[src/hw/rtl/pbsc_pkg.sv]
package pbsc_pkg;

  localparam int unsigned CNT_W = 16;
  localparam logic [CNT_W-1:0] HOLD_TICKS_RST = 16'd2000;
  localparam logic [CNT_W-1:0] CNT_MAX = '1;

  // Mode codes as reported on the result channel
  localparam logic [2:0] MODE_FIRST   = 3'd0;
  localparam logic [2:0] MODE_IDLE    = 3'd1;
  localparam logic [2:0] MODE_START   = 3'd2;
  localparam logic [2:0] MODE_WAIT    = 3'd3;
  localparam logic [2:0] MODE_EXPIRED = 3'd4;
  localparam logic [2:0] MODE_SLEEP   = 3'd5;
  localparam logic [2:0] MODE_ASLEEP  = 3'd6;
  localparam logic [2:0] MODE_WAKE    = 3'd7;

  typedef enum logic [7:0] {
    ST_FIRST   = 8'b0000_0001,
    ST_IDLE    = 8'b0000_0010,
    ST_START   = 8'b0000_0100,
    ST_WAIT    = 8'b0000_1000,
    ST_EXPIRED = 8'b0001_0000,
    ST_SLEEP   = 8'b0010_0000,
    ST_ASLEEP  = 8'b0100_0000,
    ST_WAKE    = 8'b1000_0000
  } state_t;

  // Result item, power_off in the lowest bit
  typedef struct packed {
    logic [2:0] mode_code;
    logic       sleep_off;
    logic       sleep_on;
    logic       power_off;
  } res_t;

  localparam int unsigned RES_W = $bits(res_t);

  function automatic logic [2:0] mode_code_of(input state_t st);
    logic [2:0] code;
    code = MODE_FIRST;
    case (st)
      ST_FIRST:   code = MODE_FIRST;
      ST_IDLE:    code = MODE_IDLE;
      ST_START:   code = MODE_START;
      ST_WAIT:    code = MODE_WAIT;
      ST_EXPIRED: code = MODE_EXPIRED;
      ST_SLEEP:   code = MODE_SLEEP;
      ST_ASLEEP:  code = MODE_ASLEEP;
      ST_WAKE:    code = MODE_WAKE;
      default:    code = MODE_FIRST;
    endcase
    return code;
  endfunction

endpackage

[src/hw/rtl/power_button_sleep_controller.sv]
// Channel  Dir  Ports                              Contents
// in_      in   in_tvalid/in_tready/in_tdata[7:0]  one button sample per tick
// out_     out  out_tvalid/out_tready/out_tdata    pulses and mode per tick
// cfg_     in   cfg_wr_en/cfg_wr_data[15:0]        hold_ticks
//
// One request per clock while in_tready is high; results are registered.
// The state update is a single pass through the controller logic.
// A two-entry output buffer holds results under backpressure; in_tready
// drops only when both entries are full.
// rst_n is synchronous: state to first press, hold_ticks to 2000.
module power_button_sleep_controller (
  input  logic        clk,
  input  logic        rst_n,
  input  logic        in_tvalid,
  output logic        in_tready,
  input  logic [7:0]  in_tdata,   // [0] button_down, [1] display_asleep
  output logic        out_tvalid,
  input  logic        out_tready,
  output logic [7:0]  out_tdata,  // [0] power_off, [1] sleep_on, [2] sleep_off,
                                  // [5:3] mode_code
  input  logic        cfg_wr_en,
  input  logic [15:0] cfg_wr_data
);
  import pbsc_pkg::*;

  logic step;
  res_t res;
  res_t rd_data;

  assign step = in_tvalid && in_tready;

  pbsc_core u_core (
    .clk            (clk),
    .rst_n          (rst_n),
    .cfg_wr_en      (cfg_wr_en),
    .cfg_wr_data    (cfg_wr_data),
    .step           (step),
    .button_down    (in_tdata[0]),
    .display_asleep (in_tdata[1]),
    .res            (res)
  );

  pbsc_obuf u_obuf (
    .clk      (clk),
    .rst_n    (rst_n),
    .wr_valid (in_tvalid),
    .wr_ready (in_tready),
    .wr_data  (res),
    .rd_valid (out_tvalid),
    .rd_ready (out_tready),
    .rd_data  (rd_data)
  );

  assign out_tdata = {{(8 - RES_W){1'b0}}, rd_data};

endmodule

[src/hw/rtl/pbsc_core.sv]
module pbsc_core (
  input  logic                  clk,
  input  logic                  rst_n,
  input  logic                  cfg_wr_en,
  input  logic [15:0]           cfg_wr_data,
  input  logic                  step,
  input  logic                  button_down,
  input  logic                  display_asleep,
  output pbsc_pkg::res_t        res
);
  import pbsc_pkg::*;

  state_t           state_r, state_nxt;
  logic [CNT_W-1:0] held_r, held_nxt;
  logic [CNT_W-1:0] hold_ticks_r;
  logic [CNT_W-1:0] held_inc;

  assign held_inc = (held_r != CNT_MAX) ? held_r + 1'b1 : held_r;

  always_comb begin
    state_nxt     = state_r;
    held_nxt      = held_r;
    res.power_off = 1'b0;
    res.sleep_on  = 1'b0;
    res.sleep_off = 1'b0;
    case (state_r)
      ST_FIRST: begin
        if (!button_down) state_nxt = ST_IDLE;
      end
      ST_IDLE: begin
        if (button_down) state_nxt = ST_START;
      end
      ST_START: begin
        if (button_down) begin
          held_nxt  = '0;
          state_nxt = ST_WAIT;
        end else begin
          state_nxt = ST_SLEEP;
        end
      end
      ST_WAIT: begin
        if (button_down) begin
          held_nxt = held_inc;
          // zero hold time expires like one
          if (held_inc >= hold_ticks_r) state_nxt = ST_EXPIRED;
        end else begin
          state_nxt = ST_SLEEP;
        end
      end
      ST_EXPIRED: begin
        res.power_off = 1'b1;
        state_nxt     = ST_IDLE;
      end
      ST_SLEEP: begin
        res.sleep_on = !display_asleep;
        state_nxt    = ST_ASLEEP;
      end
      ST_ASLEEP: begin
        if (button_down) begin
          res.sleep_off = 1'b1;
          state_nxt     = ST_WAKE;
        end
      end
      ST_WAKE: begin
        if (!button_down) state_nxt = ST_IDLE;
      end
      default: begin
        state_nxt = ST_FIRST;
      end
    endcase
    res.mode_code = mode_code_of(state_nxt);
  end

  always_ff @(posedge clk) begin
    if (!rst_n) begin
      state_r      <= ST_FIRST;
      held_r       <= '0;
      hold_ticks_r <= HOLD_TICKS_RST;
    end else begin
      if (cfg_wr_en) hold_ticks_r <= cfg_wr_data;
      if (step) begin
        state_r <= state_nxt;
        held_r  <= held_nxt;
      end
    end
  end

endmodule

[src/hw/rtl/pbsc_obuf.sv]
module pbsc_obuf (
  input  logic                  clk,
  input  logic                  rst_n,
  input  logic                  wr_valid,
  output logic                  wr_ready,
  input  pbsc_pkg::res_t        wr_data,
  output logic                  rd_valid,
  input  logic                  rd_ready,
  output pbsc_pkg::res_t        rd_data
);
  import pbsc_pkg::*;

  logic out_valid_r;
  logic skid_valid_r;
  res_t out_r;
  res_t skid_r;
  logic take;
  logic push;

  assign wr_ready = !skid_valid_r;
  assign push     = wr_valid && wr_ready;
  assign take     = out_valid_r && rd_ready;
  assign rd_valid = out_valid_r;
  assign rd_data  = out_r;

  always_ff @(posedge clk) begin
    if (!rst_n) begin
      out_valid_r  <= 1'b0;
      skid_valid_r <= 1'b0;
    end else if (skid_valid_r) begin
      if (take) begin
        out_valid_r  <= 1'b1;
        skid_valid_r <= 1'b0;
      end
    end else if (push) begin
      if (!out_valid_r || take) begin
        out_valid_r <= 1'b1;
      end else begin
        skid_valid_r <= 1'b1;
      end
    end else if (take) begin
      out_valid_r <= 1'b0;
    end
  end

  // payload path, no reset
  always_ff @(posedge clk) begin
    if (skid_valid_r) begin
      if (take) out_r <= skid_r;
    end else if (push) begin
      if (!out_valid_r || take) out_r <= wr_data;
      else                      skid_r <= wr_data;
    end
  end

endmodule

[config.mk]
export PLATFORM = sky130hd
export DESIGN_NAME = power_button_sleep_controller
export DESIGN_NICKNAME = d
export VERILOG_FILES = /design/src/hw/rtl/pbsc_pkg.sv /design/src/hw/rtl/power_button_sleep_controller.sv /design/src/hw/rtl/pbsc_core.sv /design/src/hw/rtl/pbsc_obuf.sv
export SDC_FILE = /design/constraint.sdc
export NUM_CORES = 1
export LEC_CHECK = 0
export BUFFER_PORTS_ARGS = -buffer_cell sky130_fd_sc_hd__buf_2
export CORE_AREA = 2 2 85 87
export DETAILED_ROUTE_END_ITERATION = 16
export DIE_AREA = 0 0 87 89
export GPL_TIMING_DRIVEN = 0
export HOLD_SLACK_MARGIN = 0.1
export PLACE_DENSITY = 0.69
export RECOVER_POWER = 25
export REMOVE_ABC_BUFFERS = 1
export SYNTH_ARGS = -nofsm -noshare
export SYNTH_HDL_FRONTEND = slang
export SYNTH_HIERARCHICAL = 1
export SYNTH_SLANG_ARGS = --single-unit
[constraint.sdc]
create_clock -name clk -period 10.2 [get_ports clk]
set_input_delay 0 -clock clk [delete_from_list [all_inputs] [get_ports clk]]
set_output_delay 0 -clock clk [all_outputs]
set_load 0.05 [all_outputs]
==> metrics, run 1 <==
status=completed; Final nets=448; Synth Area in Adders=6.36%; Tcrit/Tclk final=37.3%; synth unique cells=65; GRT Overall Usage=19.0%; vias in the first global route=2568; num ports=39; Synth top area share=25.1%; Area Growth Syn to Fin=12.0%; Final HPWL DP=4890 um; Antenna Cells=0; Worst Path Buf+Inv=0; crit path max fanout=9; fin crit period=3.80 ns; compound-cell area share of the yosys netlist=14.4%; CTS sink count=54; final wirelength=6900 um; Antenna Nets Post-Route=0; Worst R2R Start=u_core/held_r[0]; CTS Buffer Depth=2; 1st-iter DRT viols=147; cells along the critical path=ha_1 > nand4_1 > nor4_4 > nand2_1 > nand2_1 > ha_1 > nor2b_1 > o211a_1 > o311ai_0 > nand3_1 > a211o_1 > mux2_2; Synth Area in XOR/XNOR=3.40%; Slew Limit Headroom=45.2%; finished layout cell area=0.00375 sq mm; final setup skew=0.00562 ns; LEAKAGE=1.63 nW; Root Buffer=clkbuf_8; Die Footprint=0.00774 sq mm; multiplexer share of the synthesized area=6.88%; setup violators final=0; Crit path arrival time=3.86 ns; max cap viols=0; slowest cell on the critical path=dfxtp_1; antenna violations before repair=0; hold violation count in the final report=0; fraction of registers with async set/reset=0%; Clock Latency Late Sink=0.30 ns; mapped cell area=0.00335 sq mm; routed vias=2733; Design Power=0.440 mW; residual DRC count=0; Layout Cells excl Fill=483; largest net degree at the start of global routing=34; share of cells above drive strength 1=14.4%; Initial Util=49.8%; Yosys top cell by area=dfxtp_1; placed cell count=455; grt ovf=0; worst slew pin tran=0.822 ns; first-pass GRT wire length=11700 um; dpl cell area=0.00344 sq mm; Hold Startpoint=in_tdata[0]; number of flops mapped to enable cells by yosys=12; max-slew violations=0; peak supply drop=0.0000684 V; worst min path class=in2reg; Synth Flop Type=dfxtp_1; Max Clock Freq=0.263 GHz; main combinational cell family by area after synthesis=simple AND/OR/NAND/NOR gates; cts repair resizes=0; postcts setup bufs=0; Synth area leaders=dfxtp_1, edfxtp_1, ha_1; max incr delay on CP=0.48 ns; Placer Congestion=0.891; Placeable Area=0.00672 sq mm; Worst EP required=10.26 ns; Die Span X=87 um; Filler cells=602; Worst setup startpoint=u_core/held_r[0]; synthesized-area fraction occupied by and/or/nand/nor cells=25.7%; drt via density=5.66; CTS clk-pin slew, worst paths=0.10 ns; Cells after Synth=368; CP startpoint kind=flop; critical path capture point type=flop; TritonCTS Buffers=5; Mapped Avg Cell Area=9.09 sq um; unrepaired setup endpoints after global routing=no; pwr/cell area=117 mW/mm^2; Initial DRT Pass Iterations=4; Routed WL per cell=14.3 um; Seq/Total Area, Yosys=35.9%; Setup Crit Path Kind=reg2reg; Chip Height=89 um; num rows=30; CTS tree=done; CP top delay family=simple AND/OR/NAND/NOR gates; H-tree depth=2; # port buffers=30; Seq cells post-synth=54; Yosys Warn Count=6; Setup TNS=0 ns
==> placed cells by master (no fill, tap or decap), drive strengths merged, types with 3 or more instances in the layout <==
master       count
mux2             8
nand2           35
nor3             5
nand4            8
a21oi           15
o21a             3
xnor2            6
dlygate4sd3     20
and3             5
buf             28
edfxtp          12
a211oi           3
o21ai           12
o211ai           9
nand2b           3
nor4b            3
a22o             3
nor2b           17
nor4             9
inv             23
mux2i           14
xor2             7
nand3           15
nand4b           5
clkbuf           7
a211o            6
dfxtp           42
nand3b           3
and2             4
nor2            22
ha              17
==> per-layer routing <==
metal  track usage [%]  wire (um)
met1              23.2       3040
met2              35.0       3570
met3              2.77        219
met4              4.55         72
met5                 0          0
==> sequential cells by signal, indices dropped and copies added (netlist names) <==
signal               count
u_obuf/skid_r            6
u_core/hold_ticks_r     16
u_obuf/rd_data           6
u_obuf/skid_valid_r      1
u_obuf/rd_valid          1
u_core/held_r           16
u_core/state_r           8
==> logic make-up (layout without fill, tap and decap cells) <==
family | count (synthesis) | count (layout)
adders and majority gates | 17 | 17
xor gates and xnor gates | 13 | 13
AOI/OAI and AO/OA | 69 | 69
buffers and inverters | 47 | 81
other | 1 | 2
muxes | 22 | 22
and+or+nand+nor | 145 | 145
DFF | 54 | 54
==> power by group <==
part	total [mW]	switching, mW	internal [mW]	leakage [nW]
Sequential	0.233	0.00599	0.227	0.454
Combinational	0.0642	0.0380	0.0262	1.12
Clock	0.142	0.0694	0.0724	0.0579
Total	0.440	0.113	0.326	1.63
==> tightest hold or removal path, delay by kind of cell <==
family | cells | cell delay, ns
buffers and inverters | 1 | 0.17
and+or+nand+nor | 1 | 0.12
AOI/OAI and AO/OA | 1 | 0.09
==> cell usage after synthesis (3+ instances only) <==
library cell and instances:
nand3b_1 3, mux2_2 8, nor4_1 5, nand3_1 15, o211ai_1 9, a211o_1 5
nor2_1 22, a211oi_1 3, nand4_1 7, o21ai_0 12, buf_6 6, clkbuf_1 10
and2_1 3, ha_1 17, inv_1 23, nor3_1 5, buf_2 3, nand2b_1 3
dfxtp_1 42, nand4b_1 5, xor2_1 7, nor4_4 3, and3_1 5, nand2_1 34
a21oi_1 15, nor2b_1 17, xnor2_1 6, o21a_1 3, edfxtp_1 12, mux2i_1 14
==> what timing repair did <==
action	in CTS	in global routing
hold buffers	20	0
endpoints found under the setup margin	0	0
hold endpoints to repair	19	0
==> final cells by class <==
cell class / instances / area [sq um] / area share (%)
clock buffers: 5 / 68.8 / 1.84
clock inverters: 3 / 40.0 / 1.07
inverters: 23 / 86.3 / 2.30
multi-input cells: 268 / 1900 / 50.8
flip-flops and latches: 54 / 1200 / 32.0
well taps: 80 / 100 / 2.67
repair buffers: 50 / 348 / 9.28
==> worst paths after layout <==
kind	end	slack [ns]	cells after the start
worst max-delay path	u_obuf/rd_data[5]	6.40	12
worst min-delay path	u_core/state_r[3]	0.12	3
worst max register to register	u_obuf/rd_data[5]	6.40	12
worst min register to register	u_core/hold_ticks_r[6]	0.50	2
==> per-stage QoR <==
stage | utilization (%) | setup slack (ns) | hold slack, ns
2_1_floorplan | - | 6.99 | 0.0889
3_3_place_gp | 51.2 | 6.37 | 0.216
3_5_place_dp | 51.2 | 6.41 | 0.219
4_1_cts | 55.8 | 6.37 | 0.117
5_1_grt | 55.8 | 6.14 | 0.129
6_report | 55.8 | 6.40 | 0.119
Note: power is estimated with default switching activity, not from simulation.
==> run 2, diff against run 1 <==
ABC_AREA = 1   (was default)
CORE_AREA = 2 2 86 88   (was 2 2 85 87)
DIE_AREA = 0 0 88 90   (was 0 0 87 89)
PLACE_DENSITY = 0.71   (was 0.69)
clock period = 3.1 ns   (was 10.2 ns; I/O delays follow)
==> metrics, run 2 <==
Sw Pwr=0.433 mW; residual DRC count=0; M1 WL=3330 um; antenna violations before repair=0; finished layout cell area=0.00408 sq mm; Final HPWL DP=5230 um; Final nets=572; Worst path most repeated cell=nand2_1; final worst setup slack=0.213 ns; Die Footprint=0.00792 sq mm; synth unique cells=39; most frequent cells in the layout=nand2_1, inv_1, dfxtp_1, dlygate4sd3_1, a21oi_1; Antenna Nets Post-Route=0; main combinational cell family by area after synthesis=simple AND/OR/NAND/NOR gates; CTS sink count=54; cells along the critical path=ha_2 > nand3_2 > nor2_4 > nand2_1 > nor2_2 > nand4_1 > and2_1 > ha_1 > nand4_1 > a21oi_1 > nor2_1 > nand3_1 > nand2_1 > nor2_1 > nand2_1 > nand2_1 > nand2_1; mapped cell area=0.00337 sq mm; most common cell in the synthesized netlist=nand2_1; Initial DRT Pass Iterations=4; Placer Congestion=0.898; CTS tree=done; fraction of registers with async set/reset=0%; Die Span X=88 um; most common cell after layout, fill and taps aside=nand2_1; CTS Buffer Depth=2; Clk pwr share=29.2%; crit path max fanout=8; grt ovf=0; share of cells above drive strength 1=18.6%; Yosys top cell by area=dfxtp_1; Slew Limit Headroom=39.1%; pwr/cell area=355 mW/mm^2; # port buffers=30; Synth area leaders=dfxtp_1, nand2_1, edfxtp_1; largest net degree at the start of global routing=29; Clock Latency Late Sink=0.31 ns; Synth top area share=24.9%; 1st-iter DRT viols=139; first-pass GRT wire length=12800 um; Seq pwr share=53.2%; num ports=39; hold violation count in the final report=0; Synth Area in Adders=6.30%; max-slew violations=0; Area Growth Syn to Fin=20.8%; Synth Flop Type=dfxtp_1; multiplexer share of the synthesized area=0%; slowest cell on the critical path=dfxtp_4; worst slew pin tran=0.910 ns; status=completed; CTS clk-pin slew, worst paths=0.11 ns; dpl cell area=0.00357 sq mm; DR WL met3=275 um; compound-cell area share of the yosys netlist=14.2%; placed cell count=577; critical path capture point type=flop; routed vias=3103; Seq cells post-synth=54; number of flops mapped to enable cells by yosys=12; Setup WS pre-CTS=0.0520 ns; fin crit period=2.89 ns; unrepaired setup endpoints after global routing=yes; final wirelength=7640 um; Initial Util=48.1%; Sw Share=29.9%; drt via density=4.96; Yosys Warn Count=6; final setup skew=0.00930 ns; Filler cells=639; max incr delay on CP=0.41 ns; worst min path class=in2reg; part of the power in combinational logic=17.6%; Antenna Cells=0; synthesized-area fraction occupied by and/or/nand/nor cells=31.4%; Mapped Avg Cell Area=7.34 sq um; CP startpoint kind=flop; Cells after Synth=460; Synth Area in XOR/XNOR=1.56%; num rows=31; peak supply drop=0.000207 V; H-tree depth=2; Chip Height=90 um; Tcrit/Tclk final=93.1%; Routed WL per cell=12.2 um; Worst EP required=3.19 ns; met2 WL post-DR=3950 um; Crit path arrival time=2.97 ns; vias in the first global route=2907; Max Clock Freq=0.346 GHz; max cap viols=0; Layout Cells excl Fill=626; Setup Crit Path Kind=reg2reg; LEAKAGE=1.84 nW; Seq/Total Area, Yosys=35.6%; top sig layer=met4; Placeable Area=0.00702 sq mm; internal power=1.01 mW; Post-synth top cells=nand2_1, inv_1, dfxtp_1, a21oi_1; largest registers=u_core/held_r (16), u_core/hold_ticks_r (16), u_core/state_r (8); setup violators final=0; GRT Overall Usage=19.9%; TritonCTS Buffers=5; Root Buffer=clkbuf_8
run 2: changes by cell type after synthesis, sizes merged, moves of 6 or more:
cell    before  now
clkbuf      12    4
mux2         8    0
inv         23   74
mux2i       14    0
a211o        6    0
nor4         9    0
nand2       35  133
o211ai       9    1
o21ai       12   28
a21oi       15   49
nor2b       17    0
nand3       15   25
nor2        22   37
run 2: per-layer routing:
metal | track usage (%) | vias up
li1 | - | 1604
met5 | 0 | -
met1 | 24.3 | 1436
met4 | 6.79 | 0
met2 | 34.6 | 57
met3 | 3.58 | 6
run 2: per-stage QoR:
step | setup TNS [ns] | hold slack, ns | utilization, % | power (mW)
after global routing | -0.00235 | 0.335 | 58.0 | 1.52
after CTS | 0 | 0.281 | 57.8 | 1.46
final | 0 | 0.305 | 58.0 | 1.45
after floorplan | 0 | 0.0976 | - | 0.939
after global placement | 0 | 0.214 | 50.8 | 0.993
after detailed placement | 0 | 0.225 | 50.8 | 1.00
run 2: kinds of logic (layout without fill, tap and decap cells):
logic type	after synthesis	after routing
buffers and inverters	87	153
XOR/XNOR	6	6
flip-flops	54	54
other	1	2
adder cells (fa/ha/maj)	17	17
AND/OR/NAND/NOR	213	213
AO/OA/AOI/OAI	82	82
run 2: worst max-delay path: cells and delay by family, from the launching register on:
kind,cells,cell delay [ns]
fa+ha+maj,2,0.52
flops,1,0.41
simple gates,14,1.57
compound gates,1,0.15
run 2: final cells by class:
| type | instances | area (sq um) | area share [%] |
|---|---|---|---|
| timing repair buffer | 71 | 544 | 13.4 |
| tap | 99 | 124 | 3.04 |
| clock inverter | 3 | 26.3 | 0.645 |
| inverter | 74 | 283 | 6.94 |
| clock buffer | 5 | 68.8 | 1.69 |
| sequential | 54 | 1210 | 29.6 |
| multi-input combinational | 320 | 1820 | 44.7 |
run 2: timing repair:
item | 4_1_cts | 5_1_grt
gates resized for setup | 0 | 7
endpoints found under the setup margin | 0 | 7
setup buffers | 0 | 2
hold buffers | 39 | 0
hold endpoints to repair | 22 | 0
run 2: path summary, 6_finish.rpt:
check / end / slack [ns] / from / depth (start not counted)
max: u_obuf/rd_data[3] / 0.21 / u_core/held_r[0] / 17
min: u_core/hold_ticks_r[1] / 0.31 / cfg_wr_en / 3
max reg2reg: u_obuf/rd_data[3] / 0.21 / u_core/held_r[0] / 17
min reg2reg: u_core/hold_ticks_r[1] / 0.47 / u_core/hold_ticks_r[1] / 2
run 2: power groups by stage:
stage               Sequential, mW  Combinational, mW  Clock [mW]
floorplan                    0.813              0.126           0
global placement             0.785              0.208           0
detailed placement           0.786              0.213           0
CTS                          0.770              0.255       0.437
global route                 0.774              0.281       0.464
finish                       0.770              0.255       0.422
==> run 3, diff against run 2 <==
CTS_BUF_LIST = sky130_fd_sc_hd__clkbuf_16   (was default)
==> metrics, run 3 (synthesis results as in run 2) <==
Final nets=555; Setup Crit Path Kind=reg2reg; status=completed; CTS Buffer Depth=2; Worst R2R Start=u_core/held_r[0]; worst r2r path cells=15; Placer Congestion=0.898; hold violation count in the final report=0; Worst EP required=3.16 ns; WHS=0.0920 ns; vias in the first global route=2847; Final HPWL DP=5230 um; Antenna Nets Post-Route=0; Hold EP=u_core/hold_ticks_r[7]; largest net degree at the start of global routing=29; TritonCTS Buffers=5; setup violators final=0; most frequent cells in the layout=nand2_1, inv_1, dfxtp_1, a21oi_1; grt ovf=0; most common cell after layout, fill and taps aside=nand2_1; Filler cells=648; worst min path class=in2reg; Initial Util=48.1%; largest registers=u_core/held_r (16), u_core/hold_ticks_r (16), u_core/state_r (8); Max Clock Freq=0.347 GHz; routed vias=2999; Die Span X=88 um; CTS sink count=54; CTS clk-pin slew, worst paths=0.08 ns; Routed WL per cell=12.1 um; Chip Height=90 um; H-tree depth=2; final core utilization=56.6%; Initial DRT Pass Iterations=4; final wirelength=7380 um; area occupied by registers=0.00121 sq mm; unrepaired setup endpoints after global routing=no; critical path capture point type=flop; max-slew violations=0; pwr/cell area=400 mW/mm^2; Clock Latency Late Sink=0.29 ns; num ports=39; first-pass GRT wire length=12500 um; residual DRC count=0; Tcrit/Tclk final=93.1%; max cap viols=0; Area Growth Syn to Fin=17.8%; crit path max fanout=8; Hold Startpoint=cfg_wr_en; share of cells above drive strength 1=20.2%; final setup skew=0.00744 ns; GRT Overall Usage=19.5%; worst r2r dst=u_obuf/rd_data[4]; fin crit period=2.89 ns; Hold Path Cell Cnt=2; antenna violations before repair=0; area of the multi-input gates=0.00183 sq mm; num rows=31; Antenna Cells=0; Die Footprint=0.00792 sq mm; CP startpoint kind=flop; peak supply drop=0.000247 V; Setup WS pre-CTS=0.0520 ns; # port buffers=30; Setup TNS=0 ns; worst slew pin tran=1.19 ns; 1st-iter DRT viols=113; drt via density=4.92; Crit path arrival time=2.94 ns; Reg2Reg Setup Slack=0.21 ns; LEAKAGE=1.82 nW; final worst setup slack=0.214 ns; CTS tree=done; Slew Limit Headroom=20.7%; Placeable Area=0.00702 sq mm; Root Buffer=clkbuf_16
## run 3: changes by cell type in the layout (fill, tap and decap cells not counted), sizes merged
| cell | delta |
|---|---|
| buf | +4 |
| clkbuf | -5 |
| dlygate4sd3 | -16 |
## run 3: area by class of cell
| type | count | share of cell area [%] |
|---|---|---|
| Tap cell | 99 | 3.12 |
| Inverter | 74 | 7.11 |
| Timing Repair Buffer | 54 | 9.63 |
| Multi-Input combinational cell | 320 | 46.0 |
| Sequential cell | 54 | 30.3 |
| Clock inverter | 3 | 0.661 |
| Clock buffer | 5 | 3.15 |
## run 3: timing repair
item | CTS | global route
hold buffers | 23 | 0
resized for setup | 0 | 7
setup endpoints to repair | 0 | 6
endpoints found under the hold margin | 21 | 0
setup buffers | 0 | 1
## run 3: how the worst max path moves through the flow
stage,to,start,depth (start not counted),slack (ns)
floorplan,u_obuf/rd_data[3],u_core/held_r[0],17,0.54
global placement,u_obuf/rd_data[5],u_core/held_r[0],20,0.08
detailed placement,u_obuf/rd_data[5],u_core/held_r[0],20,0.05
CTS,u_obuf/rd_data[3],u_core/held_r[0],17,0.02
global route,u_obuf/rd_data[5],u_core/held_r[0],20,0.0008
finish,u_obuf/rd_data[4],u_core/held_r[0],15,0.21
## run 3: metal layers
layer / GRT usage (%) / vias up / wire length, um
met1: 23.9 / 1369 / 3380
met2: 33.1 / 50 / 3650
met3: 3.76 / 11 / 183
met4: 7.82 / 0 / 176
met5: 0 / - / 0
li1: - / 1569 / -
## run 3: through the flow
stage                     power, mW  cells  instance area [sq um]
final                          1.59    609                   3980
after global routing           1.66    609                   3980
after CTS                      1.60    608                   3950
after detailed placement       1.00    577                   3570
after global placement        0.993    577                   3570
after floorplan               0.939    448                   3300
## run 3: report_power, final
group / internal, mW / switching [mW] / total (mW)
Combinational: 0.0809 / 0.156 / 0.237
Clock: 0.307 / 0.276 / 0.583
Sequential: 0.752 / 0.0179 / 0.770
## run 3: critical path, cell delays in order, from the launching register on
cell,delay [ns]
dfxtp_4,0.39
ha_2,0.23
nand3_2,0.12
nor2_4,0.16
nand2_1,0.12
nor2_2,0.14
nand4_1,0.12
and2_1,0.19
ha_1,0.29
nand4_1,0.11
a21oi_1,0.16
nor2_1,0.08
nand3_1,0.15
nand4_1,0.20
nand2_1,0.12
nand2_1,0.05
